**config.mk**
```make
export PLATFORM = sky130hd
export DESIGN_NAME = combined_fnv_rotate_crc_hash_core_flat
export DESIGN_NICKNAME = d
export VERILOG_FILES = /design/src/rtl/cfch_pkg.sv /design/src/rtl/cfch_if.sv /design/src/rtl/cfch_acc.sv /design/src/rtl/combined_fnv_rotate_crc_hash_core.sv /design/src/flat_wrapper.sv
export SDC_FILE = /design/constraint.sdc
export NUM_CORES = 1
export LEC_CHECK = 0
export BUFFER_PORTS_ARGS = -buffer_cell sky130_fd_sc_hd__buf_4
export CAP_MARGIN = 25
export CORE_ASPECT_RATIO = 0.5
export CORE_UTILIZATION = 50
export DETAILED_ROUTE_END_ITERATION = 10
export PLACE_DENSITY = 0.79
export SETUP_SLACK_MARGIN = 0.15
export SLEW_MARGIN = 20
export SYNTH_ARGS = -nofsm -noshare
export SYNTH_HDL_FRONTEND = slang
export SYNTH_SLANG_ARGS = --single-unit
```
**constraint.sdc**
```tcl
create_clock -name clk -period 21.9 [get_ports clk]
set_clock_uncertainty 0.2 [all_clocks]
set_input_delay 4.38 -clock clk [delete_from_list [all_inputs] [get_ports clk]]
set_output_delay 4.38 -clock clk [all_outputs]
set_load 0.01 [all_outputs]
```
**src/rtl/cfch_pkg.sv**
```systemverilog
// ----------------------------------------------------------------------------
// cfch_pkg
// Shared types, constants and helper functions for the combined
// FNV / rotate / CRC-like digest block.
// ----------------------------------------------------------------------------
package cfch_pkg;

  localparam int unsigned WORD_W = 32;
  localparam int unsigned BYTE_W = 8;

  typedef logic [WORD_W-1:0] word_t;
  typedef logic [BYTE_W-1:0] byte_t;

  localparam word_t FNV_SEED  = 32'h811C_9DC5;
  localparam word_t FNV_PRIME = 32'h0100_0193;
  localparam word_t CRC_POLY  = 32'hEDB8_8320;

  // One digest as produced on the last byte of a message
  typedef struct packed {
    word_t word_fnv;
    word_t word_rotsum;
    word_t word_crcish;
    word_t word_rotxor;
    word_t word_mix_a;
    word_t word_mix_b;
    word_t word_length;
    word_t word_mix_c;
  } digest_t;

  // Multiply by the FNV prime (bits 24, 8, 7, 4, 1, 0) as shift-adds, mod 2^32
  function automatic word_t fnv_mul(input word_t x);
    fnv_mul = x + (x << 1) + (x << 4) + (x << 7) + (x << 8) + (x << 24);
  endfunction

  function automatic word_t rotl1(input word_t x);
    rotl1 = {x[WORD_W-2:0], x[WORD_W-1]};
  endfunction

  function automatic word_t rotl3(input word_t x);
    rotl3 = {x[WORD_W-4:0], x[WORD_W-1:WORD_W-3]};
  endfunction

endpackage

```
**src/rtl/cfch_if.sv**
```systemverilog
// ----------------------------------------------------------------------------
// cfch_if
// Valid/ready channel interfaces: message bytes in, digests out.
// ----------------------------------------------------------------------------
interface cfch_byte_if;
  logic                 valid;
  logic                 ready;
  logic [7:0]           data_byte;
  logic                 last_byte;

  modport source (output valid, output data_byte, output last_byte, input ready);
  modport sink   (input valid, input data_byte, input last_byte, output ready);
endinterface

interface cfch_digest_if;
  logic                 valid;
  logic                 ready;
  logic [31:0]          word_fnv;
  logic [31:0]          word_rotsum;
  logic [31:0]          word_crcish;
  logic [31:0]          word_rotxor;
  logic [31:0]          word_mix_a;
  logic [31:0]          word_mix_b;
  logic [31:0]          word_length;
  logic [31:0]          word_mix_c;

  modport source (output valid, output word_fnv, output word_rotsum,
                  output word_crcish, output word_rotxor, output word_mix_a,
                  output word_mix_b, output word_length, output word_mix_c,
                  input ready);
  modport sink   (input valid, input word_fnv, input word_rotsum,
                  input word_crcish, input word_rotxor, input word_mix_a,
                  input word_mix_b, input word_length, input word_mix_c,
                  output ready);
endinterface

```
**src/rtl/cfch_acc.sv**
```systemverilog
// ----------------------------------------------------------------------------
// cfch_acc
// Accumulator bank: folds one byte per step into the four hashes and the
// byte count, and presents the digest built from the updated values.
// ----------------------------------------------------------------------------
module cfch_acc (
  input  logic             clk,
  input  logic             rst,
  input  logic             step,
  input  cfch_pkg::byte_t  data_byte,
  input  logic             last_byte,
  output cfch_pkg::digest_t digest
);
  import cfch_pkg::*;

  word_t fnv_acc;
  word_t rotsum_acc;
  word_t crcish_acc;
  word_t rotxor_acc;
  word_t byte_count;

  word_t fnv_next;
  word_t rotsum_next;
  word_t crcish_next;
  word_t rotxor_next;
  word_t byte_count_next;
  word_t byte_ext;

  // Fold the byte into every accumulator
  always_comb begin
    byte_ext        = {{(WORD_W-BYTE_W){1'b0}}, data_byte};
    fnv_next        = fnv_mul(fnv_acc ^ byte_ext);
    rotsum_next     = rotl1(rotsum_acc + byte_ext);
    crcish_next     = (crcish_acc >> 1) ^ (crcish_acc[0] ? CRC_POLY : '0) ^ byte_ext;
    rotxor_next     = rotl3(rotxor_acc ^ byte_ext);
    byte_count_next = byte_count + word_t'(1);
  end

  // Build the digest from the updated values
  always_comb begin
    digest.word_fnv    = fnv_next;
    digest.word_rotsum = rotsum_next;
    digest.word_crcish = crcish_next;
    digest.word_rotxor = rotxor_next;
    digest.word_mix_a  = fnv_next ^ rotsum_next;
    digest.word_mix_b  = crcish_next ^ rotxor_next;
    digest.word_length = byte_count_next;
    digest.word_mix_c  = fnv_next ^ crcish_next;
  end

  // Advance on each byte; return to seed values after the last one
  always_ff @(posedge clk) begin
    if (rst || (step && last_byte)) begin
      fnv_acc    <= FNV_SEED;
      rotsum_acc <= '0;
      crcish_acc <= '0;
      rotxor_acc <= '0;
      byte_count <= '0;
    end else if (step) begin
      fnv_acc    <= fnv_next;
      rotsum_acc <= rotsum_next;
      crcish_acc <= crcish_next;
      rotxor_acc <= rotxor_next;
      byte_count <= byte_count_next;
    end
  end

`ifndef ASSERT_OFF
  a_restart_after_last: assert property (@(posedge clk) disable iff (rst)
    step && last_byte |=> fnv_acc == FNV_SEED && byte_count == '0 && rotsum_acc == '0)
    else $error("accumulators not restarted after last byte");

  a_count_advances: assert property (@(posedge clk) disable iff (rst)
    step && !last_byte |=> byte_count == $past(byte_count) + word_t'(1))
    else $error("byte count did not advance");

  a_hold_when_idle: assert property (@(posedge clk) disable iff (rst)
    !step |=> $stable(fnv_acc) && $stable(crcish_acc) && $stable(byte_count))
    else $error("accumulators changed without a byte");
`endif

endmodule

```
**src/rtl/combined_fnv_rotate_crc_hash_core.sv**
```systemverilog
// ----------------------------------------------------------------------------
// combined_fnv_rotate_crc_hash_core
// Streaming digest of a byte message: FNV-1a, rotating sum, one-bit CRC-like
// step and rotate-xor, emitted as eight 32-bit words on the last byte.
// ----------------------------------------------------------------------------
// Usage:
//   msg    : one request per message byte (data_byte, last_byte). The byte
//            flagged last closes the message.
//   digest : one request per message, carrying the eight digest words.
//   A byte accepted from msg sits in the input register and is folded into
//   the accumulators when it leaves that register; for a last byte the
//   digest is loaded into the output register at that same edge, which
//   raises digest.valid. Throughput is one byte per cycle while no last byte
//   waits on a full output register; the only loop is the accumulator update
//   (FNV prime multiply as shift-adds) between input and accumulator
//   registers. Messages follow each other with no gap.
//   Reset (rst, synchronous) empties both registers and loads the seed
//   values. When the receiver holds digest.ready low, the waiting digest
//   stays put; ordinary bytes keep flowing, and only a further last byte
//   waits in the input register until the output register frees.
// ----------------------------------------------------------------------------
module combined_fnv_rotate_crc_hash_core (
  input  logic         clk,
  input  logic         rst,
  cfch_byte_if.sink    msg,
  cfch_digest_if.source digest
);
  import cfch_pkg::*;

  // Input register
  logic    stage_valid;
  byte_t   stage_byte;
  logic    stage_last;

  // Output register
  logic    out_valid;
  digest_t out_data;

  digest_t acc_digest;
  logic    out_free;
  logic    stage_adv;

  assign out_free  = !out_valid || digest.ready;
  assign stage_adv = stage_valid && (!stage_last || out_free);
  assign msg.ready = !stage_valid || stage_adv;

  // Hold the request until the accumulators take it
  always_ff @(posedge clk) begin
    if (rst) begin
      stage_valid <= 1'b0;
    end else if (msg.ready) begin
      stage_valid <= msg.valid;
    end
  end

  always_ff @(posedge clk) begin
    if (msg.ready && msg.valid) begin
      stage_byte <= msg.data_byte;
      stage_last <= msg.last_byte;
    end
  end

  cfch_acc u_acc (
    .clk       (clk),
    .rst       (rst),
    .step      (stage_adv),
    .data_byte (stage_byte),
    .last_byte (stage_last),
    .digest    (acc_digest)
  );

  // Load the digest on the last byte, drop it once taken
  always_ff @(posedge clk) begin
    if (rst) begin
      out_valid <= 1'b0;
    end else if (stage_adv && stage_last) begin
      out_valid <= 1'b1;
    end else if (digest.ready) begin
      out_valid <= 1'b0;
    end
  end

  always_ff @(posedge clk) begin
    if (stage_adv && stage_last) begin
      out_data <= acc_digest;
    end
  end

  assign digest.valid       = out_valid;
  assign digest.word_fnv    = out_data.word_fnv;
  assign digest.word_rotsum = out_data.word_rotsum;
  assign digest.word_crcish = out_data.word_crcish;
  assign digest.word_rotxor = out_data.word_rotxor;
  assign digest.word_mix_a  = out_data.word_mix_a;
  assign digest.word_mix_b  = out_data.word_mix_b;
  assign digest.word_length = out_data.word_length;
  assign digest.word_mix_c  = out_data.word_mix_c;

`ifndef ASSERT_OFF
  a_stage_held: assert property (@(posedge clk) disable iff (rst)
    stage_valid && !stage_adv |=> stage_valid && $stable(stage_byte) && $stable(stage_last))
    else $error("stalled byte lost from input register");

  a_no_overwrite: assert property (@(posedge clk) disable iff (rst)
    out_valid && !digest.ready |-> !(stage_adv && stage_last))
    else $error("waiting digest overwritten");

  a_mix_a: assert property (@(posedge clk) disable iff (rst)
    out_valid |-> out_data.word_mix_a == (out_data.word_fnv ^ out_data.word_rotsum))
    else $error("mix word a inconsistent");

  a_mix_c: assert property (@(posedge clk) disable iff (rst)
    out_valid |-> out_data.word_mix_c == (out_data.word_fnv ^ out_data.word_crcish))
    else $error("mix word c inconsistent");
`endif

endmodule
```
**src/flat_wrapper.sv**
```systemverilog
// flat-port wrapper written by rule: the top's interface ports become plain ports
module combined_fnv_rotate_crc_hash_core_flat import cfch_pkg::*;
  (clk, rst, msg_valid, msg_data_byte, msg_last_byte, msg_ready, digest_valid, digest_word_fnv, digest_word_rotsum, digest_word_crcish, digest_word_rotxor, digest_word_mix_a, digest_word_mix_b, digest_word_length, digest_word_mix_c, digest_ready);
  cfch_byte_if msg_i ();
  cfch_digest_if digest_i ();
  input  logic clk;
  input  logic rst;
  input wire logic [$bits(msg_i.valid)-1:0] msg_valid;
  input wire logic [$bits(msg_i.data_byte)-1:0] msg_data_byte;
  input wire logic [$bits(msg_i.last_byte)-1:0] msg_last_byte;
  output wire logic [$bits(msg_i.ready)-1:0] msg_ready;
  output wire logic [$bits(digest_i.valid)-1:0] digest_valid;
  output wire logic [$bits(digest_i.word_fnv)-1:0] digest_word_fnv;
  output wire logic [$bits(digest_i.word_rotsum)-1:0] digest_word_rotsum;
  output wire logic [$bits(digest_i.word_crcish)-1:0] digest_word_crcish;
  output wire logic [$bits(digest_i.word_rotxor)-1:0] digest_word_rotxor;
  output wire logic [$bits(digest_i.word_mix_a)-1:0] digest_word_mix_a;
  output wire logic [$bits(digest_i.word_mix_b)-1:0] digest_word_mix_b;
  output wire logic [$bits(digest_i.word_length)-1:0] digest_word_length;
  output wire logic [$bits(digest_i.word_mix_c)-1:0] digest_word_mix_c;
  input wire logic [$bits(digest_i.ready)-1:0] digest_ready;
  assign msg_i.valid = msg_valid;
  assign msg_i.data_byte = msg_data_byte;
  assign msg_i.last_byte = msg_last_byte;
  assign msg_ready = msg_i.ready;
  assign digest_valid = digest_i.valid;
  assign digest_word_fnv = digest_i.word_fnv;
  assign digest_word_rotsum = digest_i.word_rotsum;
  assign digest_word_crcish = digest_i.word_crcish;
  assign digest_word_rotxor = digest_i.word_rotxor;
  assign digest_word_mix_a = digest_i.word_mix_a;
  assign digest_word_mix_b = digest_i.word_mix_b;
  assign digest_word_length = digest_i.word_length;
  assign digest_word_mix_c = digest_i.word_mix_c;
  assign digest_i.ready = digest_ready;
  combined_fnv_rotate_crc_hash_core u_core (.clk(clk), .rst(rst), .msg(msg_i), .digest(digest_i));
endmodule
```
==> metrics.md, run 1 <==
| Metric | Value |
|---|---|
| Outcome | `complete, no violations` |
| Clock Pin Slew Worst Setup and Hold Paths | `0.06 ns` |
| Syn_area_per_cell | `11.4 um2` |
| Die area | `0.0415 mm2` |
| Post-CTS setup buffers | `0` |
| CTS resizes | `0` |
| Number of buffers created by CTS | `39` |
| Multiplexer share of the synthesized area | `0.0984%` |
| Final Hold Viols | `0` |
| Dominant synthesized flop cell | `edfxtp_1` |
| First-pass GRT wire length | `75.2 mm` |
| Routed wire length | `49.5 mm` |
| Kind of critical path | `in -> out` |
| R2R Setup Slk | `15.78 ns` |
| Clock sinks | `427` |
| Synth Area in Adders | `11.2%` |
| Clock latency on the worst-skew pair | `0.54 ns` |
| Slew headroom | `22.4%` |
| Row count | `51` |
| CTS Buffer Depth | `3` |
| Largest family of logic cells by synthesized area | `XOR/XNOR gates` |
| Yosys warnings | `0` |
| N_diodes | `0` |
| Mapped Nets | `1941` |
| Htree depth | `2` |
| Hold WC Path Type | `reg -> reg` |
| Synth cell types | `65` |
| Most common cell after layout, fill and taps aside | `buf_4` |
| Vias in the first global route | `13400` |
| Share of cells above drive strength 1 | `16.9%` |
| GRT Total Usage | `23.6%` |
| Initial drt markers | `991` |
| CP arrival | `5.12 ns` |
| Crit path capture type | `primary output` |
| Hold buffers post-CTS | `0` |
| Fill count | `3121` |
| Synth Cell Area | `0.0203 mm2` |
| Post-route minimum period | `9.70 ns` |
| Worst-path fanout max | `3` |
| Initial core utilization | `51.5%` |
| Drt drc | `0` |
| Drt first pass iters | `5` |
| Synthesis-to-finish area growth | `18.7%` |
| Synth async-reset ratio | `0%` |
| # setup viols final | `0` |
| Crit start category | `input port` |
| #FFs+latches synth | `427` |
| Synth Area in Simple Gates | `9.60%` |
| NumNets Final | `2204` |
| DR vias | `13900` |
| Mean number of vias per cell | `5.33` |
| Core ar. | `0.0395 mm2` |
| Dominant cell type by area after synthesis | `edfxtp_1` |
| GPL Wtd Cong | `0.936` |
| RSZ-0062 raised after global routing | `false` |
| CTS tree | `yes` |
| Setup TNS | `0 ns` |
| Post-synth EDFFs | `265` |
| DP HPWL | `35.3 mm` |
| CTS root buffer | `clkbuf_16` |
| Fmax achieved | `103 MHz` |
| Final max-slew violation count | `0` |
| Synth top area cells | `edfxtp_1 39%, dfxtp_1 16%, xnor2_1 7.3%` |
| WP data required | `17.32 ns` |
| Largest net degree at the start of global routing | `175` |
| Fin util | `61.1%` |
| Crit share post-route | `44.3%` |
| Share of the synthesized area in the top cell type | `39.1%` |
| I/O Buffers | `270` |
| Max Cap Violations | `0` |
| Initial antenna violation count | `0` |
| Post-Synth XOR/XNOR Area | `11.7%` |
| Routed len/inst | `19.0 um` |
| Antenna viol nets, final | `0` |
| Worst-Margin Slew | `1.16 ns` |
| Mapped Cells | `1787` |
| Synth Area in Compound Gates | `7.77%` |
| Overflow after GRT | `0` |
| Die W | `287 um` |
| Vert. Die Dim | `145 um` |
| Io pins | `271` |
| Most frequent cells in the layout | `282 x buf_4, 265 x edfxtp_1, 179 x nand2_1` |
| Register area share after synthesis | `55.1%` |
[critical path, stage by stage]
cell     delay, ns
buf_4         0.11
nor2b_1       0.32
nand3_1       0.15
buf_4         0.16
[state kept, by name, indices dropped and copies added (netlist names)]
register and count:
u_core.digest.word_rotsum 32, u_core.u_acc.crcish_acc 32, u_core.digest.valid 1, u_core.u_acc.fnv_acc 32, u_core.u_acc.rotxor_acc 32, u_core.digest.word_mix_a 32, u_core.u_acc.rotsum_acc 32, u_core.digest.word_crcish 32
u_core.digest.word_mix_c 32, u_core.digest.word_length 32, u_core.digest.word_rotxor 32, u_core.u_acc.byte_count 32, u_core.digest.word_fnv 32, u_core.digest.word_mix_b 32, u_core.stage_valid 1, u_core.stage_last 1
u_core.stage_byte 8
[cells by family (layout without fill, tap and decap cells)]
group	Yosys count	count (layout)
and+or+nand+nor	441	441
DFF	427	427
xor gates and xnor gates	271	271
AOI/OAI and AO/OA	262	262
buffers and inverters	242	535
adders and majority gates	142	142
muxes	2	2
[final timing paths]
check | from | end | cells past startpoint
worst max-delay path | digest_ready | msg_ready | 4
worst max register to register | u_core.stage_byte[4]$_DFFE_PP_ | u_core.digest.word_mix_a[26]$_DFFE_PP_ | 16
worst min register to register | u_core.u_acc.rotsum_acc[6]$_SDFFE_PP0P_ | u_core.u_acc.rotsum_acc[6]$_SDFFE_PP0P_ | 2
worst min-delay path | u_core.u_acc.rotsum_acc[6]$_SDFFE_PP0P_ | u_core.u_acc.rotsum_acc[6]$_SDFFE_PP0P_ | 2
[cell type report]
| class | count | area (um2) | area share, % |
|---|---|---|---|
| clock buffer | 54 | 1040 | 4.32 |
| clock inverter | 17 | 153 | 0.632 |
| inverter | 179 | 672 | 2.78 |
| multi-input combinational | 1118 | 8240 | 34.1 |
| sequential | 427 | 11200 | 46.4 |
| tap | 530 | 663 | 2.75 |
| timing repair buffer | 285 | 2170 | 9.00 |
[synth_stat cells, drive strengths merged, types with 4 or more instances]
cell,n
a211o,4
a211oi,28
a21o,12
a21oi,126
a22o,5
a31oi,4
and2,6
and3,6
and4,8
buf,14
clkbuf,49
dfxtp,162
edfxtp,265
fa,68
ha,73
inv,177
nand2,180
nand2b,7
nand3,33
nand4,12
nor2,137
nor2b,4
nor3,27
o2111ai,4
o211ai,8
o21a,4
o21ai,45
o21bai,4
or2,4
or3,9
xnor2,170
xor2,101
[metal layers]
layer	GRT usage, %	part of all wire (%)
met5	0	0
met4	5.66	2.1
met2	40.6	50
met1	31.5	43
met3	3.79	5.5
[per-stage QoR]
| stage | hold WS, ns | cell area [um2] | std cells | worst slack (ns) |
|---|---|---|---|---|
| after floorplan | 0.206 | 20300 | 1787 | 4.30 |
| after global placement | 0.246 | 22900 | 2537 | 12.25 |
| after detailed placement | 0.257 | 22900 | 2537 | 12.24 |
| after CTS | 0.267 | 24100 | 2608 | 12.20 |
| after global routing | 0.285 | 24100 | 2610 | 12.14 |
| final | 0.267 | 24100 | 2610 | 12.20 |
Power of run 1 is not shown: default switching activity piles up to over one toggle a cycle in this logic, so the estimate is an artifact.
==> inputs of run 2 (changes only) <==
==> constraint.sdc (replaced) <==
create_clock -name clk -period 10 [get_ports clk]
set_clock_uncertainty 0.2 [all_clocks]
set_input_delay 2 -clock clk [delete_from_list [all_inputs] [get_ports clk]]
set_output_delay 2 -clock clk [all_outputs]
set_load 0.01 [all_outputs]
==> run 2 against run 1 <==
  * Setup slack lost 8.0 ns
  * Final area shrank 0.15%
  * Global-route usage grew 1.3 points
  * Clock-buffer cell count grew 4
  * Via count grew 0.94%
  * Cell count shrank 0.15%
  * Critical path depth grew 10
  * Critical path type is now reg -> reg
  * Die area is the same
  * Register-to-register slack lost 12 ns
  * Highest routed layer unchanged
==> metrics.md, run 2 (same netlist as run 1, synthesis figures left out) <==
| Metric | Value |
|---|---|
| Outcome | `complete, no violations (unchanged)` |
| CTS tree | `yes (unchanged)` |
| CTS Buffer Depth | `3 (unchanged)` |
| Vias in the first global route | `13500 (was 13400)` |
| Fmax achieved | `172 MHz` |
| CTS resizes | `0 (unchanged)` |
| Clock latency on the worst-skew pair | `0.55 ns (was 0.54 ns)` |
| I/O Buffers | `270 (unchanged)` |
| First-pass GRT wire length | `78.3 mm (was 75.2 mm)` |
| Worst-Margin Slew | `1.06 ns (was 1.16 ns)` |
| CTS root buffer | `clkbuf_16 (unchanged)` |
| Hold WC Path Type | `reg -> reg (unchanged)` |
| Slew headroom | `29.0% (was 22.4%)` |
| Number of buffers created by CTS | `39 (unchanged)` |
| Reg2Reg Depth | `14 (was 16)` |
| DR vias | `14000 (was 13900)` |
| Crit start category | `register (was input port)` |
| Worst Setup EP | `u_core.digest.word_mix_c[28]$_DFFE_PP_ (was msg_ready)` |
| Core ar. | `0.0395 mm2 (unchanged)` |
| Io pins | `271 (unchanged)` |
| Routed wire length | `52.5 mm (was 49.5 mm)` |
| DP HPWL | `37.9 mm (was 35.3 mm)` |
| CP max-delay cell | `xnor2_1 (was nor2b_1)` |
| Worst-path fanout max | `7 (was 3)` |
| CP delay by family, top | `adder cells (was simple AND/OR/NAND/NOR gates)` |
| Vert. Die Dim | `145 um (unchanged)` |
| R2R Setup Slk | `4.19 ns (was 15.78 ns)` |
| Htree depth | `2 (unchanged)` |
| Largest net degree at the start of global routing | `173 (was 175)` |
| Crit path capture type | `register (was primary output)` |
| Post-route minimum period | `5.81 ns` |
| Post-DP Area | `0.0229 mm2 (about the same)` |
| Final max-slew violation count | `0 (unchanged)` |
| GRT Total Usage | `24.9% (was 23.6%)` |
| Overflow after GRT | `0 (unchanged)` |
| # setup viols final | `0 (unchanged)` |
| Synthesis-to-finish area growth | `18.6% (was 18.7%)` |
| Most common cell after layout, fill and taps aside | `buf_4 (unchanged)` |
| Kind of critical path | `reg -> reg (was in -> out)` |
| RSZ-0062 raised after global routing | `false (unchanged)` |
| Row count | `51 (unchanged)` |
| Antenna viol nets, final | `0 (unchanged)` |
| Setup TNS | `0 ns (unchanged)` |
| Die area | `0.0415 mm2 (unchanged)` |
| Die W | `287 um (unchanged)` |
| Crit-path max cell delay | `0.63 ns (was 0.32 ns)` |
| Final Hold Viols | `0 (unchanged)` |
| Routed len/inst | `20.1 um (was 19.0 um)` |
| Initial antenna violation count | `1 (was 0)` |
| CP arrival | `5.86 ns (was 5.12 ns)` |
| WP data required | `10.06 ns (was 17.32 ns)` |
| Mean number of vias per cell | `5.38 (was 5.33)` |
| Worst reg2reg endpoint | `u_core.digest.word_mix_c[28]$_DFFE_PP_ (was u_core.digest.word_mix_a[26]$_DFFE_PP_)` |
| Hold buffers post-CTS | `0 (unchanged)` |
| Drt drc | `0 (unchanged)` |
| Crit path buf inv count | `2 (unchanged)` |
| Post-CTS setup buffers | `0 (unchanged)` |
| Share of cells above drive strength 1 | `16.9% (about the same)` |
| GPL Wtd Cong | `0.958 (was 0.936)` |
| Worst R2R Start | `u_core.stage_byte[1]$_DFFE_PP_ (was u_core.stage_byte[4]$_DFFE_PP_)` |
| Clock Pin Slew Worst Setup and Hold Paths | `0.07 ns (was 0.06 ns)` |
| Levels on crit path | `14 (was 4)` |
| Final instance area | `0.0241 mm2 (about the same)` |
| Crit path launch | `u_core.stage_byte[1]$_DFFE_PP_ (was digest_ready)` |
| Most frequent cells in the layout | `279 x buf_4, 265 x edfxtp_1, 179 x nand2_1 (was 282 x buf_4, 265 x edfxtp_1, 179 x nand2_1)` |
| Crit share post-route | `58.1%` |
| CP cell instances | `xnor2_1 > inv_1 > ha_1 > a21oi_1 > fa_1 > fa_1 > inv_1 > ha_1 > a21oi_1 > a21oi_1 > nor4_2 > o21ai_1 > mux2i_1 > xor2_1 (was buf_4 > nor2b_1 > nand3_1 > buf_4)` |
| NumNets Final | `2199 (was 2204)` |
| Initial drt markers | `1394 (was 991)` |
| Initial core utilization | `51.5% (unchanged)` |
| Max Cap Violations | `0 (unchanged)` |
| Clock sinks | `427 (unchanged)` |
| Worst path most repeated cell | `a21oi_1 (was buf_4)` |
| Drt first pass iters | `5 (unchanged)` |
run 2: tightest hold or removal path, delay by kind of cell, from the launching register on:
family	cells	cell delay, ns
flops	1	0.31
simple gates	1	0.05
compound gates	1	0.05
run 2: worst min path at each step:
| stage | cells past startpoint | end | slack [ns] | startpoint |
|---|---|---|---|---|
| after CTS | 2 | u_core.u_acc.rotsum_acc[7]$_SDFFE_PP0P_ | 0.26 | u_core.u_acc.rotsum_acc[7]$_SDFFE_PP0P_ |
| after global placement | 2 | u_core.u_acc.rotsum_acc[2]$_SDFFE_PP0P_ | 0.25 | u_core.u_acc.rotsum_acc[2]$_SDFFE_PP0P_ |
| final | 2 | u_core.u_acc.rotsum_acc[7]$_SDFFE_PP0P_ | 0.26 | u_core.u_acc.rotsum_acc[7]$_SDFFE_PP0P_ |
| after global routing | 2 | u_core.u_acc.rotsum_acc[7]$_SDFFE_PP0P_ | 0.28 | u_core.u_acc.rotsum_acc[7]$_SDFFE_PP0P_ |
| after detailed placement | 2 | u_core.u_acc.rotsum_acc[7]$_SDFFE_PP0P_ | 0.25 | u_core.u_acc.rotsum_acc[7]$_SDFFE_PP0P_ |
| after floorplan | 0 | u_core.digest.word_crcish[31]$_DFFE_PP_ | 0.21 | u_core.u_acc.crcish_acc[0]$_SDFFE_PP0P_ |
run 2: area by class of cell:
class | count | area, um2
inverters | 179 | 672
fillers | 3085 | 15400
clock buffers | 58 | 1090
well taps | 530 | 663
diodes | 1 | 2.50
repair buffers | 280 | 2110
clock inverters | 13 | 120
multi-input cells | 1118 | 8250
flip-flops and latches | 427 | 11200
run 2: per-layer routing:
metal / up-vias / wire length, um / GRT usage [%] / part of all wire, %
met3: 104 / 3620 / 4.65 / 6.9
met4: 0 / 1710 / 8.71 / 3.3
li1: 6529 / - / - / -
met1: 6918 / 21800 / 33.2 / 42
met5: - / 0 / 0 / 0
met2: 480 / 25300 / 40.8 / 48
run 2: per-stage QoR:
stage	hold slack (ns)	util, %	cells	worst slack (ns)
after floorplan	0.206	-	1787	2.42
final	0.260	61.0	2606	4.19
after global routing	0.278	61.0	2606	3.78
after CTS	0.262	61.0	2605	4.19
after detailed placement	0.251	58.0	2534	4.18
after global placement	0.248	58.0	2534	4.29
Power of run 2 is left out for the same reason.
